## src/hw/rtl/proximity_skin_min_tracker_core_assert.svh

```systemverilog
// Assertion macros shared by the proximity skin minimum tracker RTL.
`ifndef PROXIMITY_SKIN_MIN_TRACKER_CORE_ASSERT_SVH
`define PROXIMITY_SKIN_MIN_TRACKER_CORE_ASSERT_SVH

// Checks that the consequent holds in the same cycle as the antecedent.
`define PSKIN_ASSERT_NOW(label, ante, cons) \
    label: assert property (@(posedge aclk) disable iff (!aresetn) (ante) |-> (cons)) \
        else $error("pskin assertion failed in the same cycle");

// Checks that the consequent holds in the cycle after the antecedent.
`define PSKIN_ASSERT_NEXT(label, ante, cons) \
    label: assert property (@(posedge aclk) disable iff (!aresetn) (ante) |=> (cons)) \
        else $error("pskin assertion failed one cycle later");

`endif

```

## src/hw/rtl/pskin_pkg.sv

```systemverilog
// Types and constants shared by the proximity skin minimum tracker modules.
`default_nettype none

package pskin_pkg;

    localparam int DIST_W       = 16;
    localparam int CODE_W       = 3;
    localparam int POS_W        = 3;
    localparam int SLOT_W       = 2;
    localparam int LOC_W        = SLOT_W + POS_W;
    localparam int LANE_COUNT   = 8;
    localparam int SLOT_COUNT   = 3;
    localparam int WINDOW_LEN_DEFAULT = 15;

    localparam logic [DIST_W-1:0] MAX_DISTANCE_RESET = 16'd1000;

    // Strip codes that own a slot.
    localparam logic [CODE_W-1:0] STRIP_SLOT0 = 3'd2;
    localparam logic [CODE_W-1:0] STRIP_SLOT1 = 3'd1;
    localparam logic [CODE_W-1:0] STRIP_SLOT2 = 3'd0;

    typedef struct packed {
        logic [CODE_W-1:0] strip_code;
        logic [DIST_W-1:0] dist_0;
        logic [DIST_W-1:0] dist_1;
        logic [DIST_W-1:0] dist_2;
        logic [DIST_W-1:0] dist_3;
        logic [DIST_W-1:0] dist_4;
        logic [DIST_W-1:0] dist_5;
        logic [DIST_W-1:0] dist_6;
        logic [DIST_W-1:0] dist_7;
    } in_beat_t;

    typedef struct packed {
        logic [DIST_W-1:0] avg_min_distance;
        logic [LOC_W-1:0]  min_location;
    } out_beat_t;

    // Overall minimum across the slots and where it sits.
    typedef struct packed {
        logic [DIST_W-1:0] min_dist;
        logic [LOC_W-1:0]  location;
    } best_t;

endpackage

`default_nettype wire

```

## src/hw/rtl/proximity_skin_min_tracker_core.sv

```systemverilog
// Path: lane registers, slot registers, best_reg, loc_reg with the ring total, then out_reg (m_valid).
// Throughput: one beat per cycle unless m_ready stalls the output; each stage holds one beat
// and moves on when the next is free; slot minimum and window total update in separate stages.
// Reset (aresetn low, synchronous) empties the pipeline, zeroes slots and window, sets
// the clamp to 1000; window entries are tracked by valid bits, so no clearing pass is needed.
`default_nettype none

`include "proximity_skin_min_tracker_core_assert.svh"

module proximity_skin_min_tracker_core #(
    parameter int WINDOW_LEN = pskin_pkg::WINDOW_LEN_DEFAULT
) (
    input  wire logic                         aclk,
    input  wire logic                         aresetn,
    input  wire logic                         cfg_valid,
    output logic                              cfg_ready,
    input  wire logic [pskin_pkg::DIST_W-1:0] cfg_data,
    input  wire logic                         s_valid,
    output logic                              s_ready,
    input  wire pskin_pkg::in_beat_t          s_data,
    output logic                              m_valid,
    input  wire logic                         m_ready,
    output pskin_pkg::out_beat_t              m_data
);
    import pskin_pkg::*;

    logic [DIST_W-1:0] max_distance_reg;
    logic              stg1_vld_reg;
    logic              stg2_vld_reg;
    logic              stg3_vld_reg;
    logic              stg4_vld_reg;
    logic              out_vld_reg;
    logic [CODE_W-1:0] code_reg;
    best_t             best_reg;
    logic [LOC_W-1:0]  loc_reg;
    out_beat_t         out_reg;

    logic              move1, move2, move3, move4, move5;
    logic              free1, free2, free3, free4, free5;
    logic [DIST_W-1:0] raw_dist [LANE_COUNT];
    logic [DIST_W-1:0] lane_val [LANE_COUNT];
    best_t             best_now;
    logic [DIST_W-1:0] avg_now;

    // Configuration register; writes are always taken.
    assign cfg_ready = 1'b1;

    always_ff @(posedge aclk) begin
        if (!aresetn) begin
            max_distance_reg <= MAX_DISTANCE_RESET;
        end else if (cfg_valid) begin
            max_distance_reg <= cfg_data;
        end
    end

    // A stage is free when empty or when its beat moves on this cycle.
    assign free5 = !out_vld_reg || m_ready;
    assign move5 = stg4_vld_reg && free5;
    assign free4 = !stg4_vld_reg || free5;
    assign move4 = stg3_vld_reg && free4;
    assign free3 = !stg3_vld_reg || free4;
    assign move3 = stg2_vld_reg && free3;
    assign free2 = !stg2_vld_reg || free3;
    assign move2 = stg1_vld_reg && free2;
    assign free1 = !stg1_vld_reg || free2;
    assign move1 = s_valid && free1;
    assign s_ready = free1;

    always_ff @(posedge aclk) begin
        if (!aresetn) begin
            stg1_vld_reg <= 1'b0;
            stg2_vld_reg <= 1'b0;
            stg3_vld_reg <= 1'b0;
            stg4_vld_reg <= 1'b0;
            out_vld_reg  <= 1'b0;
        end else begin
            if (free1) stg1_vld_reg <= move1;
            if (free2) stg2_vld_reg <= move2;
            if (free3) stg3_vld_reg <= move3;
            if (free4) stg4_vld_reg <= move4;
            if (free5) out_vld_reg  <= move5;
        end
    end

    // Sensor order d0,d7,d1,d6,d2,d5,d3,d4 across the lanes.
    assign raw_dist[0] = s_data.dist_0;
    assign raw_dist[1] = s_data.dist_7;
    assign raw_dist[2] = s_data.dist_1;
    assign raw_dist[3] = s_data.dist_6;
    assign raw_dist[4] = s_data.dist_2;
    assign raw_dist[5] = s_data.dist_5;
    assign raw_dist[6] = s_data.dist_3;
    assign raw_dist[7] = s_data.dist_4;

    for (genvar g = 0; g < LANE_COUNT; g++) begin : g_lane
        pskin_lane u_lane (
            .aclk         (aclk),
            .load         (move1),
            .dist_in      (raw_dist[g]),
            .max_distance (max_distance_reg),
            .clamped      (lane_val[g])
        );
    end

    always_ff @(posedge aclk) begin
        if (move1) begin
            code_reg <= s_data.strip_code;
        end
    end

    // Slot update happens as the beat leaves the lane stage.
    pskin_merge u_merge (
        .aclk       (aclk),
        .aresetn    (aresetn),
        .upd_en     (move2),
        .strip_code (code_reg),
        .lane_val   (lane_val),
        .best       (best_now)
    );

    // Capture the overall minimum once the slots reflect this beat.
    always_ff @(posedge aclk) begin
        if (move3) begin
            best_reg <= best_now;
        end
        if (move4) begin
            loc_reg <= best_reg.location;
        end
        if (move5) begin
            out_reg.avg_min_distance <= avg_now;
            out_reg.min_location     <= loc_reg;
        end
    end

    pskin_ring #(
        .WINDOW_LEN (WINDOW_LEN)
    ) u_ring (
        .aclk    (aclk),
        .aresetn (aresetn),
        .step    (move4),
        .din     (best_reg.min_dist),
        .avg     (avg_now)
    );

    assign m_valid = out_vld_reg;
    assign m_data  = out_reg;

    // The input side stalls only when every stage holds a beat.
    `PSKIN_ASSERT_NOW(a_stall_only_when_full, !s_ready,
        stg1_vld_reg && stg2_vld_reg && stg3_vld_reg && stg4_vld_reg && out_vld_reg)
    // A finished total reaches an empty output register in the next cycle.
    `PSKIN_ASSERT_NEXT(a_output_fills, stg4_vld_reg && !out_vld_reg, out_vld_reg)
    // Only three slots exist, so the slot part of the location never reads three.
    `PSKIN_ASSERT_NOW(a_slot_in_range, m_valid, m_data.min_location[LOC_W-1:POS_W] != 2'd3)

endmodule

`default_nettype wire

```

## src/hw/rtl/pskin_lane.sv

```systemverilog
// One distance lane: clamps a distance to the configured maximum and registers it.
`default_nettype none

module pskin_lane (
    input  wire logic                       aclk,
    input  wire logic                       load,
    input  wire logic [pskin_pkg::DIST_W-1:0] dist_in,
    input  wire logic [pskin_pkg::DIST_W-1:0] max_distance,
    output logic      [pskin_pkg::DIST_W-1:0] clamped
);
    import pskin_pkg::*;

    logic [DIST_W-1:0] clamped_reg;
    logic [DIST_W-1:0] clamped_next;

    // Saturate at the configured maximum.
    assign clamped_next = (dist_in > max_distance) ? max_distance : dist_in;

    always_ff @(posedge aclk) begin
        if (load) begin
            clamped_reg <= clamped_next;
        end
    end

    assign clamped = clamped_reg;

endmodule

`default_nettype wire

```

## src/hw/rtl/pskin_merge.sv

```systemverilog
// Merge stage: minimum over the eight lanes, slot state, and minimum over the slots.
`default_nettype none

module pskin_merge (
    input  wire logic                        aclk,
    input  wire logic                        aresetn,
    input  wire logic                        upd_en,
    input  wire logic [pskin_pkg::CODE_W-1:0] strip_code,
    input  wire logic [pskin_pkg::DIST_W-1:0] lane_val [pskin_pkg::LANE_COUNT],
    output pskin_pkg::best_t                 best
);
    import pskin_pkg::*;

    logic [DIST_W-1:0] slot_min_reg [SLOT_COUNT];
    logic [POS_W-1:0]  slot_pos_reg [SLOT_COUNT];

    logic [DIST_W-1:0] l1_val [4];
    logic [POS_W-1:0]  l1_pos [4];
    logic [DIST_W-1:0] l2_val [2];
    logic [POS_W-1:0]  l2_pos [2];
    logic [DIST_W-1:0] rep_min;
    logic [POS_W-1:0]  rep_pos;

    // Pairwise tree; the right side wins only when strictly smaller, so the
    // earliest position is kept on ties.
    always_comb begin
        for (int i = 0; i < 4; i++) begin
            if (lane_val[2*i+1] < lane_val[2*i]) begin
                l1_val[i] = lane_val[2*i+1];
                l1_pos[i] = POS_W'(2*i+1);
            end else begin
                l1_val[i] = lane_val[2*i];
                l1_pos[i] = POS_W'(2*i);
            end
        end
        for (int i = 0; i < 2; i++) begin
            if (l1_val[2*i+1] < l1_val[2*i]) begin
                l2_val[i] = l1_val[2*i+1];
                l2_pos[i] = l1_pos[2*i+1];
            end else begin
                l2_val[i] = l1_val[2*i];
                l2_pos[i] = l1_pos[2*i];
            end
        end
        if (l2_val[1] < l2_val[0]) begin
            rep_min = l2_val[1];
            rep_pos = l2_pos[1];
        end else begin
            rep_min = l2_val[0];
            rep_pos = l2_pos[0];
        end
    end

    // Slot update; strip codes without a slot leave the slots alone.
    always_ff @(posedge aclk) begin
        if (!aresetn) begin
            for (int i = 0; i < SLOT_COUNT; i++) begin
                slot_min_reg[i] <= '0;
                slot_pos_reg[i] <= '0;
            end
        end else if (upd_en) begin
            case (strip_code)
                STRIP_SLOT0: begin
                    slot_min_reg[0] <= rep_min;
                    slot_pos_reg[0] <= rep_pos;
                end
                STRIP_SLOT1: begin
                    slot_min_reg[1] <= rep_min;
                    slot_pos_reg[1] <= rep_pos;
                end
                STRIP_SLOT2: begin
                    slot_min_reg[2] <= rep_min;
                    slot_pos_reg[2] <= rep_pos;
                end
                default: begin
                end
            endcase
        end
    end

    // Minimum over the slots; the lowest slot wins on ties.
    always_comb begin
        best.min_dist = slot_min_reg[0];
        best.location = {SLOT_W'(0), slot_pos_reg[0]};
        for (int i = 1; i < SLOT_COUNT; i++) begin
            if (slot_min_reg[i] < best.min_dist) begin
                best.min_dist = slot_min_reg[i];
                best.location = {SLOT_W'(i), slot_pos_reg[i]};
            end
        end
    end

endmodule

`default_nettype wire

```

## src/hw/rtl/pskin_ring.sv

```systemverilog
// Averaging ring: window memory, running total and divide by the window length.
`default_nettype none

module pskin_ring #(
    parameter int WINDOW_LEN = pskin_pkg::WINDOW_LEN_DEFAULT
) (
    input  wire logic                         aclk,
    input  wire logic                         aresetn,
    input  wire logic                         step,
    input  wire logic [pskin_pkg::DIST_W-1:0] din,
    output logic      [pskin_pkg::DIST_W-1:0] avg
);
    import pskin_pkg::*;

    localparam int IDX_W   = (WINDOW_LEN > 1) ? $clog2(WINDOW_LEN) : 1;
    localparam int TOTAL_W = DIST_W + $clog2(WINDOW_LEN);
    localparam int SHIFT   = TOTAL_W + $clog2(WINDOW_LEN);
    localparam int PROD_W  = 2 * TOTAL_W + 1;
    // Rounded-up reciprocal; exact for every total below 2**TOTAL_W.
    localparam longint unsigned RECIP_FULL =
        ((64'd1 << SHIFT) + WINDOW_LEN - 1) / WINDOW_LEN;
    localparam logic [TOTAL_W:0] RECIP = (TOTAL_W+1)'(RECIP_FULL);
    localparam logic [IDX_W-1:0] LAST_IDX = IDX_W'(WINDOW_LEN - 1);

    logic [DIST_W-1:0]     mem [WINDOW_LEN];
    logic [WINDOW_LEN-1:0] vld_reg;
    logic [IDX_W-1:0]      idx_reg;
    logic [IDX_W-1:0]      idx_next;
    logic [TOTAL_W-1:0]    total_reg;
    logic [TOTAL_W-1:0]    total_next;
    logic [DIST_W-1:0]     rd_data_reg;
    logic                  rd_vld_reg;
    logic [DIST_W-1:0]     oldest;
    logic                  bypass;
    logic [PROD_W-1:0]     prod;

    // Next write position, wrapping at the window length.
    always_comb begin
        idx_next = idx_reg;
        if (step) begin
            idx_next = (idx_reg == LAST_IDX) ? '0 : idx_reg + IDX_W'(1);
        end
    end

    // The read port always looks ahead at the next write position; a
    // same-address write is forwarded.
    assign bypass = step && (idx_next == idx_reg);
    assign oldest = rd_vld_reg ? rd_data_reg : '0;
    assign total_next = total_reg - TOTAL_W'(oldest) + TOTAL_W'(din);

    // Control state: position, total and per-entry valid bits.
    always_ff @(posedge aclk) begin
        if (!aresetn) begin
            idx_reg    <= '0;
            total_reg  <= '0;
            vld_reg    <= '0;
            rd_vld_reg <= 1'b0;
        end else begin
            if (step) begin
                idx_reg          <= idx_next;
                total_reg        <= total_next;
                vld_reg[idx_reg] <= 1'b1;
            end
            rd_vld_reg <= bypass ? 1'b1 : vld_reg[idx_next];
        end
    end

    // Window memory with registered read data.
    always_ff @(posedge aclk) begin
        if (step) begin
            mem[idx_reg] <= din;
        end
        rd_data_reg <= bypass ? din : mem[idx_next];
    end

    // Divide by the window length as a multiply by the reciprocal.
    assign prod = PROD_W'(total_reg) * PROD_W'(RECIP);
    assign avg  = prod[SHIFT +: DIST_W];

endmodule

`default_nettype wire

```

## config.mk

```make
export PLATFORM = sky130hd
export DESIGN_NAME = proximity_skin_min_tracker_core
export DESIGN_NICKNAME = d
export VERILOG_FILES = /design/src/hw/rtl/pskin_pkg.sv /design/src/hw/rtl/proximity_skin_min_tracker_core.sv /design/src/hw/rtl/pskin_lane.sv /design/src/hw/rtl/pskin_merge.sv /design/src/hw/rtl/pskin_ring.sv
export VERILOG_INCLUDE_DIRS = /design/src /design/src/hw/rtl
export SDC_FILE = /design/constraint.sdc
export NUM_CORES = 1
export LEC_CHECK = 0
export ABC_AREA = 0
export BUFFER_PORTS_ARGS = -buffer_cell sky130_fd_sc_hd__clkbuf_2
export CAP_MARGIN = 30
export CORE_ASPECT_RATIO = 1.75
export CORE_UTILIZATION = 35
export DETAILED_ROUTE_END_ITERATION = 6
export PLACE_DENSITY = 0.53
export SKIP_CTS_REPAIR_TIMING = 1
export SLEW_MARGIN = 5
export SYNTH_ARGS = -nofsm -noshare
export SYNTH_HDL_FRONTEND = slang
export SYNTH_HIERARCHICAL = 1
export SYNTH_SLANG_ARGS = --single-unit
```

## constraint.sdc

```tcl
create_clock -name aclk -period 8.58 [get_ports aclk]
set_input_delay 0 -clock aclk [delete_from_list [all_inputs] [get_ports aclk]]
set_output_delay 0 -clock aclk [all_outputs]
set_load 0.005 [all_outputs]
```

# Yosys cells after proc, flatten, opt, wreduce, memory -nomap -nowiden
# Memory sizes are Yosys's and may differ from the RTL's. A register that Yosys moved wholly into a read port is not among the register bits.
# Cells that the tools add are included.
# classes
addsub	3
multipliers	1
div	0
n_lt_le_gt_ge	20
eq_ne	4
shifts	0
mux	53
bitwise	7
reduce_logical	18
# ops
cell	count
$mux 16	19
$lt 16x16->1	9
$gt 16x16->1	8
$mux 21	2
$mul 20x20->39 const B	1
$mux 1	22
$add 20x16->20	1
$sub 20x16->20	1
$or 15x15->15	1
$mux 3	4
$lt 4x5->1 const B	2
$mux 4	2
$logic_and 1x1->1	7
$or 1x1->1	6
$logic_not 1->1	5
$logic_or 1x1->1	5
$add 4x1->4 const B	1
$bmux 1 s4	1
$demux 1 s4	1
$eq 4x4->1	1
$eq 4x4->1 const B	1
$ge 4x1->1 const B	1
$mux 2	2
$eq 3x1->1 const B	1
other kinds (2)	2
# totals
reg_bits	239
latchBits	0
ram_bits	297
mem_bits_ro	0
input_bits	152
elab_cells	134
memories	3
# mem_list
memory	depth	word_bits	read_ports	rd_ports_with_merged_regs	wr	line_no	source
u_ring.mem	15	16	1	1	1	pskin_ring.sv:25	logic [DIST_W-1:0] mem [WINDOW_LEN];
u_merge.slot_min_reg	3	16	3	0	3	pskin_merge.sv:14	logic [DIST_W-1:0] slot_min_reg [SLOT_COUNT];
u_merge.slot_pos_reg	3	3	3	0	3	pskin_merge.sv:15	logic [POS_W-1:0] slot_pos_reg [SLOT_COUNT];

# Longest topological paths before layout
# depth
word_depth	10
mapped_depth	31
ltp_nobuf	27

# Modules after synthesis
# Netlist, hierarchy kept.
# modules_own_cells
module	instances	cells_per_inst	area_each_um2	seq_area_each_um2
pskin_ring	1	1180	16210.5	8328.0
pskin_lane	8	169	1542.7	480.5
pskin_merge	1	822	7488.4	1711.6
proximity_skin_min_tracker_core	1	127	2348.5	1921.8

# Least setup slack after synthesis
# Ideal clock, no wire load.
# synth_timing
kind	flip-flop to flip-flop
startpoint	register stg1_vld_reg
endpoint	register code_reg[0] (enable)
setup_time_ns	0.700
arrival_ns	7.417
required_time_ns	7.880
slack_ns	0.463
path_stages_with_launch	2
path_buffers	0
period_less_slack_ns	8.117
cell_sequence	dfxtp_1 -> a31oi_1
# synth_between
elab_chain_len	3
# synth_rtl
element	line_no	source
start: declaration	proximity_skin_min_tracker_core.sv:28	logic stg1_vld_reg;
start signal: assignment	proximity_skin_min_tracker_core.sv:77	if (free1) stg1_vld_reg <= move1;
$logic_not 1->1	proximity_skin_min_tracker_core.sv:65	assign free1 = !stg1_vld_reg || free2;
$logic_or 1x1->1	proximity_skin_min_tracker_core.sv:65	
$logic_and 1x1->1	proximity_skin_min_tracker_core.sv:66	assign move1 = s_valid && free1;
named net move1	proximity_skin_min_tracker_core.sv:38	logic move1, move2, move3, move4, move5;
end signal: assignment	proximity_skin_min_tracker_core.sv:107	code_reg <= s_data.strip_code;
end: declaration	proximity_skin_min_tracker_core.sv:33	logic [CODE_W-1:0] code_reg;
# The timed path passes the listed nets, and every way through them passes these cells.
# A chain may end at the register's enable or synchronous reset.

==> qor.csv <==
metric,value,unit
outcome,finished with violations,
failing checks,hold timing,
Synth Flop Type,edfxtp_1,
register area,15800,µm²
max-slew violations,0,
max FFs per register,240,
Post-DP Area,40700,µm²
Boundary Pins,176,
CTS Sinks,552,
Final Cell Area,44100,µm²
Async SR Flop Fraction,0,
layout overhead on the synthesized area,14.8,%
largest net degree at the start of global routing,75,
CP Class,register to register,
cell area after synthesis,38400,µm²
"Distinct cells, synth",95,
Max-slew headroom,0.282,
Clock Skew,0.0410,ns
Crit-path slowest cell,o211ai_1,
first-pass GRT wire length,166000,µm
wire per inst,21.1,µm
Syn Area/Cell,11.0,µm²
Worst setup SP type,register,
unrepaired setup endpoints after global routing,false,
Hold Slack,-0.00299,ns
vias post-DR,28766,
Crit path required time,9.01,ns
Initial Util,0.353,
Worst-Margin Slew,1.07,ns
Die ar.,111000,µm²
Crit path max-delay family,compound AO/OA/AOI/OAI gates,
number of synthesized flops with an enable pin,475,
GPL Wtd Cong,0.877,
layout cells sized above 1,0.147,
TNS Setup,0,ns
worst IR drop on VDD,0.150,mV
GRT Overall Usage,0.196,
max_cap viols,0,
Residual DRC,0,
Cell Rows,160,
initial antenna violation count,1,
I/O Buffers,174,
Overflow after GRT,0,
Root Buffer,clkbuf_16,
critical path arrival,7.35,ns
vias in the first global route,28344,
Final HPWL DP,82500,µm
worst path bufs/invs,3,
crit path max fanout,30,
fill count,10516,
final wirelength,111000,µm
# nets final,4362,
crit end category,register,
cell count after synthesis,3481,
PD cells,176,nW/µm²
register bit total from synthesis,552,
die height,440,µm
Syn Nets,4098,
Tmin final,6.92,ns
Final Hold Fails,2,
die width,252,µm
CTS max path bufs,3,
"Seq/Total Area, Yosys",0.412,
vias per cell,5.48,
H-tree depth,2,
Core ar.,109000,µm²
Leak,0.0185,µW
Clock Latency Late Sink,0.66,ns
Multi-input gate area,20100,µm²
Critical Path Max Stage Delay,0.61,ns
period utilization,0.806,
Initial DRC Count,2008,
CTS tree,done,
final setup fails,0,
Hold WC Path Type,primary input to register,
DRT Pass-1 Iters,6,
CTS buffer count,55,
Routed Antenna Nets,0,
clk slew on worst S/H paths,0.07,ns
yosys warns,6,
f_max,145,MHz
-- cell usage after synthesis (50+ instances only) --
| library cell | number | area, µm² |
|---|---|---|
| nor2_1 | 92 | 345 |
| mux4_2 | 52 | 1170 |
| fa_1 | 50 | 1000 |
| clkbuf_1 | 82 | 308 |
| mux2i_1 | 139 | 1390 |
| edfxtp_1 | 475 | 14300 |
| a21o_1 | 59 | 443 |
| nor4b_1 | 120 | 1050 |
| nand3_1 | 390 | 1950 |
| a21oi_1 | 153 | 766 |
| inv_1 | 407 | 1530 |
| dfxtp_1 | 77 | 1540 |
| ha_1 | 415 | 5190 |
| nand2_1 | 106 | 398 |
| o311ai_1 | 128 | 1120 |
-- worst paths after layout --
path                                                     to  depth (start not counted)  slack [ns]                        start
worst max-delay path            u_merge/slot_min_reg[0][35]                         26        1.66  g_lane[3].u_lane/clamped[7]
worst min-delay path                    max_distance_reg[8]                          3      -0.003                    cfg_valid
worst max register to register  u_merge/slot_min_reg[0][35]                         26        1.66  g_lane[3].u_lane/clamped[7]
worst min register to register                    m_data[2]                          0        0.42                   loc_reg[2]
-- cells by family (layout without fill, tap and decap cells) --
kind of cell / Yosys count / after routing / synth area share
fa+ha+maj: 466 / 466 / 0.162
mux: 234 / 234 / 0.0795
buf+inv: 596 / 903 / 0.0690
simple gates: 964 / 964 / 0.148
other cells: 1 / 2 / 0.0000977
xor+xnor: 31 / 31 / 0.00707
compound gates: 637 / 637 / 0.123
flops: 552 / 552 / 0.412
-- worst register-to-register path: stages, from the launching register on --
cell and delay, ns:
edfxtp_1 0.39, ha_1 0.31, nand2_1 0.08, nor3_1 0.19, a21oi_1 0.10, o211ai_1 0.61, buf_4 0.33, mux2_2 0.39
ha_1 0.32, a21o_1 0.16, a21o_1 0.17, a21oi_1 0.22, a211oi_1 0.16, a221o_1 0.40, a21oi_2 0.12, buf_4 0.30
o22ai_1 0.15, ha_1 0.31, a21o_1 0.18, a21oi_1 0.14, nor2b_1 0.06, o211ai_1 0.15, a31oi_1 0.10, a211o_1 0.33
o41ai_4 0.35, buf_4 0.35, mux2i_1 0.34
-- final cells by class --
type / count / share of cell area
well taps: 1458 / 0.0414
diodes: 1 / 0.0000568
flip-flops and latches: 552 / 0.359
inverters: 408 / 0.0348
multi-input cells: 2333 / 0.457
clock inverters: 38 / 0.00877
clock buffers: 62 / 0.0318
repair buffers: 395 / 0.0677
-- through the flow --
| stage | worst slack (ns) | instances | util | total power [µW] | hold slack, ns |
|---|---|---|---|---|---|
| CTS | 1.65 | 5094 | 0.391 | 7780 | -0.462 |
| global route | 1.15 | 5247 | 0.405 | 8160 | 0.0140 |
| global placement | 1.78 | 4983 | 0.373 | 5330 | 0.224 |
| detailed placement | 1.67 | 4994 | 0.375 | 5340 | 0.225 |
| floorplan | 0.463 | 3481 | - | 4760 | 0.0989 |
| finish | 1.66 | 5247 | 0.405 | 7750 | -0.00299 |
-- power breakdown --
group	internal [µW]	switching, µW
sequential	3070	96.7
clock	1320	1090
combinational	894	1270
total	5280	2460
-- layer usage --
layer  wire [µm]  track usage
met5           0            0
met4        7270        0.120
met3        3850       0.0224
met2       61300        0.381
met1       38400        0.195
-- placed cells by master, fill, tap and decap left out, types with 10 or more instances in the layout --
cell type      instances
a21oi_1              150
a21o_1                59
o21ai_0               47
o211ai_1              47
nand2b_1              33
edfxtp_1             475
a211oi_1              27
nand4_1               41
clkinv_2              10
mux4_2                52
mux2_2                40
and2_1                24
clkbuf_2             174
o22ai_1               15
nand3_1              390
o21a_1                40
or3_1                 15
o221ai_1              17
o311ai_1             128
xnor2_1               20
nor2b_1               38
nor3_1                10
o21ai_2               19
fa_1                  50
nor4b_1              120
xor2_1                11
buf_4                 59
and4_1                14
mux2i_1              139
nor2_1                81
dfxtp_1               73
nor3_2                14
clkbuf_16             55
nand2_1              106
dlygate4sd3_1        149
inv_1                407
ha_1                 415
Power figures use the tool's default switching activity.
